$ cat src/rtl/ubs_pkg.sv
package ubs_pkg;

  localparam int INTERVAL_BITS = 26;

  // Register reset values
  localparam logic [INTERVAL_BITS-1:0] RST_INITIAL  = INTERVAL_BITS'(60000);
  localparam logic [INTERVAL_BITS-1:0] RST_UNSENT   = INTERVAL_BITS'(15000);
  localparam logic [INTERVAL_BITS-1:0] RST_STANDARD = INTERVAL_BITS'(1800000);
  localparam logic [INTERVAL_BITS-1:0] RST_MAX      = INTERVAL_BITS'(18000000);

  // floor(x / 10) as (x * RECIP) >> RECIP_SHIFT, exact for every x below 2**INTERVAL_BITS
  localparam int RECIP_SHIFT = INTERVAL_BITS + 4;
  localparam longint unsigned RecipFull = ((64'd1 << RECIP_SHIFT) + 64'd9) / 64'd10;
  localparam logic [INTERVAL_BITS:0] RECIP = RecipFull[INTERVAL_BITS:0];
  localparam int TENTH_BITS = INTERVAL_BITS - 3;

  typedef enum logic [2:0] {
    MODE_TICK           = 3'd0,
    MODE_START          = 3'd1,
    MODE_STOP           = 3'd2,
    MODE_FINISHED       = 3'd3,
    MODE_CANCELLED      = 3'd4,
    MODE_CANCELLED_PERM = 3'd5
  } mode_t;

  typedef enum logic [1:0] {
    CFG_INITIAL  = 2'd0,
    CFG_UNSENT   = 2'd1,
    CFG_STANDARD = 2'd2,
    CFG_MAX      = 2'd3
  } cfg_index_t;

  typedef struct packed {
    logic [2:0] mode;
    logic       server_healthy;
    logic       more_logs;
  } item_t;

  typedef struct packed {
    logic                     upload_request;
    logic                     timer_active;
    logic                     upload_busy;
    logic [INTERVAL_BITS-1:0] current_interval;
    logic                     event_error;
  } result_t;

  typedef struct packed {
    logic full;
    logic empty;
  } queue_status_t;

endpackage

$ cat src/rtl/ubs_out_queue.sv
module ubs_out_queue (
  input  logic                   clk,
  input  logic                   rst,
  input  logic                   push,
  input  ubs_pkg::result_t       push_data,
  input  logic                   pop,
  output ubs_pkg::result_t       head,
  output ubs_pkg::queue_status_t status
);
  import ubs_pkg::*;

  result_t    slot0;
  result_t    slot1;
  logic [1:0] count;
  logic [1:0] count_next;

  assign head         = slot0;
  assign status.full  = (count == 2'd2);
  assign status.empty = (count == 2'd0);

  always_comb begin
    count_next = count;
    if (push && !pop) begin
      count_next = count + 2'd1;
    end else if (pop && !push) begin
      count_next = count - 2'd1;
    end
  end

  always_ff @(posedge clk) begin
    if (rst) begin
      count <= 2'd0;
    end else begin
      count <= count_next;
    end
  end

  // advance the second slot on a pop, fill the first free slot on a push
  always_ff @(posedge clk) begin
    if (push && (count == 2'd0 || (count == 2'd1 && pop))) begin
      slot0 <= push_data;
    end else if (pop) begin
      slot0 <= slot1;
    end
    if (push && count == 2'd1 && !pop) begin
      slot1 <= push_data;
    end
  end

endmodule

$ cat config.mk
export PLATFORM = sky130hd
export DESIGN_NAME = ubs_out_queue
export DESIGN_NICKNAME = d
export VERILOG_FILES = /design/src/rtl/ubs_pkg.sv /design/src/rtl/ubs_out_queue.sv
export SDC_FILE = /design/constraint.sdc
export NUM_CORES = 1
export LEC_CHECK = 0
export ABC_AREA = 1
export BUFFER_PORTS_ARGS = -buffer_cell sky130_fd_sc_hd__buf_2
export CAP_MARGIN = 25
export CORE_ASPECT_RATIO = 0.6
export CORE_MARGIN = 2
export CORE_UTILIZATION = 45
export CTS_CLUSTER_SIZE = 40
export DETAILED_ROUTE_END_ITERATION = 8
export GPL_TIMING_DRIVEN = 0
export PLACE_DENSITY = 0.8
export SLEW_MARGIN = 25
export SYNTH_ARGS = -nofsm -noshare
export SYNTH_HDL_FRONTEND = slang
export SYNTH_SLANG_ARGS = --single-unit
$ cat constraint.sdc
create_clock -name clk -period 2.65 [get_ports clk]
set_clock_uncertainty 0.2 [all_clocks]
set_input_delay 0.53 -clock clk [delete_from_list [all_inputs] [get_ports clk]]
set_output_delay 0.53 -clock clk [all_outputs]
set_load 0.1 [all_outputs]
==> results.yml <==
final_layout:
  finalInstanceArea_mm2: 0.00303
  num-nets-final: 301
  drive_gt1_frac: 0.337
  syn2layout_area_growth_pct: 26.0
  antenna_cells: 0
  stdcell_count: 333
drt:
  vias: 1634
  wl_um: 4660
  ant_nets: 0
  drc_errors: 0
  drt_first_iter_violations: 102
  via_per_inst: 4.91
  first_pass_iters: 4
  wl_per_cell_um: 14.0
logic_synthesis:
  ys_top_cells_by_count: "nand2_1, edfxtp_1, nand3_1, inv_1, buf_2"
  ys_ff_latch: 62
  ys_types: 10
  yosysSeqAreaShare: 0.766
  ys.flop_type: "edfxtp_1"
  avgSynthCellArea_um2: 12.9
  yosysTopAreaCellShare: 0.750
  yosys-top-cells-area: "edfxtp_1, nand2_1, nand3_1"
  yosysTopAreaCell: "edfxtp_1"
  syn_inst: 186
  synth-edff-count: 60
  ys_async_sr_fraction: 0
  netlist_area_mm2: 0.00240
  synth.most_common_cell: "nand2_1"
  ys.warnings.count: 0
  syn_nets: 224
power_and_ir_drop:
  cellPowerDensity_mw_per_mm2: 900
  total_power_w: 0.00273
  p_leak_nw: 1.33
  vdd_drop_max_uv: 488
  switching_share: 0.372
  p_switching_w: 0.00101
  p_seq_frac: 0.440
  internal-power_w: 0.00171
  clockPowerShare: 0.279
  p_comb_frac: 0.282
global_route:
  gr-total-overflow: 0
  grt_pass1_vias: 1606
  grt_max_degree: 31
  grt_pass1_wl_um: 7600
  grt_util_all_layers: 0.172
  antenna_found_initial: 0
critical_path:
  r2r-start: "count[0]"
  cp_cell_sequence: "inv_1 > ha_2 > nand2_1 > buf_2 > nand2_2"
  critPathBufInv: 2
  critPathLaunchType: "flip-flop"
  critPathKind: "flip-flop to flip-flop"
  end_kind: "flip-flop"
  startpoint: "count[0]"
  crit_path_max_incr_delay_ns: 0.45
  path_max_fanout: 30
  cp.required_ns: 2.36
  crit_family: "simple AND/OR/NAND/NOR gates"
  cp_slowest_cell: "nand2_2"
  arrival_ns: 1.82
cts:
  h-tree-depth: 3
  cts_buffers: 9
  path_clk_slew_ns: 0.07
  cts-resized-gates: 0
  cts_tree: "yes"
  clock_path_buffers: 2
  insertion_delay_ns: 0.33
  clock_tree.root_cell: "clkbuf_8"
  ctsHoldBuffers: 0
  cts_setup_buffers: 0
  clock-sinks: 62
placement:
  gp_congestion: 0.744
  port_buffers: 65
  dpl_cell_area_mm2: 0.00285
  place_inst: 318
  dp.final_hpwl_um: 3190
sta:
  fmax_ghz: 0.474
  setup_viol: 0
  slew_headroom: 0.520
  worst_pin_slew_ns: 0.718
  min_period_over_period: 0.796
  rsz0062_at_grt: "no"
  slew_violations: 0
  finalHoldViolations: 0
  tns_ns: 0
  fin_crit_ns: 2.11
die:
  die_w_um: 98.4
  num_io_pins: 66
  rows: 20
  core_area_mm2: 0.00510
  initial_core_util: 0.471
  die_y_um: 60.6
  dieArea_mm2: 0.00596
flow_run:
  maxCapViolations: 0
outcome:
  status: "finished, final reports clean"
hold_path:
  hp-start: "push_data[21]"
  hold_path.class: "input port to flip-flop"
cell usage in the layout, fill, tap and decap left out:
master | Yosys | final
nand2_1 | 69 | 68
clkinv_2 | 0 | 1
buf_2 | 6 | 71
clkinvlp_4 | 0 | 1
buf_4 | 3 | 3
nand3_1 | 32 | 32
a21oi_1 | 2 | 2
edfxtp_1 | 60 | 60
buf_16 | 0 | 1
nor2_4 | 0 | 1
ha_2 | 0 | 1
bufinv_16 | 0 | 1
clkbuf_8 | 0 | 9
clkinv_1 | 0 | 3
nand2_2 | 0 | 1
ha_1 | 4 | 3
dfxtp_1 | 2 | 2
inv_1 | 7 | 7
kinds of logic after synthesis:
kind of cell | count (synthesis) | synth area share
buf+inv | 16 | 0.0328
flops | 62 | 0.766
simple gates | 102 | 0.176
compound gates | 2 | 0.00416
fa+ha+maj | 4 | 0.0208
state kept, by name, indices dropped and copies added, names as in the netlist:
register	flops
head	30
slot1	30
count	2
cell type report:
type,count,area [µm²]
timing repair buffer,66,353
fill,423,2080
clock inverter,6,53.8
sequential,62,1840
clock buffer,9,124
buffer,9,52.6
tap,66,82.6
inverter,7,26.3
multi-input combinational,108,495
through the flow:
stage | hold slack, ns | worst slack [ns] | util
global placement | 0.270 | -0.499 | 0.551
floorplan | 0.255 | 0.0924 | -
detailed placement | 0.285 | 0.475 | 0.559
finish | 0.190 | 0.540 | 0.593
CTS | 0.174 | 0.485 | 0.593
global route | 0.171 | 0.305 | 0.593
layer usage:
metal / vias up / track usage / share of wire
met1: 772 / 0.223 / 0.46
met3: 2 / 0.0691 / 0.079
met2: 63 / 0.276 / 0.46
met5: - / 0 / 0
met4: 0 / 0.0528 / 0.0054
li1: 797 / - / -
power groups by stage:
stage	logic (W)	clock network (W)	registers, W
floorplan	0.000173	0	0.00168
global placement	0.000756	0	0.00122
detailed placement	0.000774	0	0.00122
CTS	0.000774	0.000778	0.00120
global route	0.000810	0.000821	0.00121
finish	0.000769	0.000760	0.00120
final timing paths:
kind         slack, ns   endpoint  cells after the start
max reg2reg       0.54   head[20]                      5
min reg2reg       0.29   count[0]                      2
min               0.19  slot1[21]                      1
max               0.54   head[20]                      5
(Power assumes the default switching activity.)
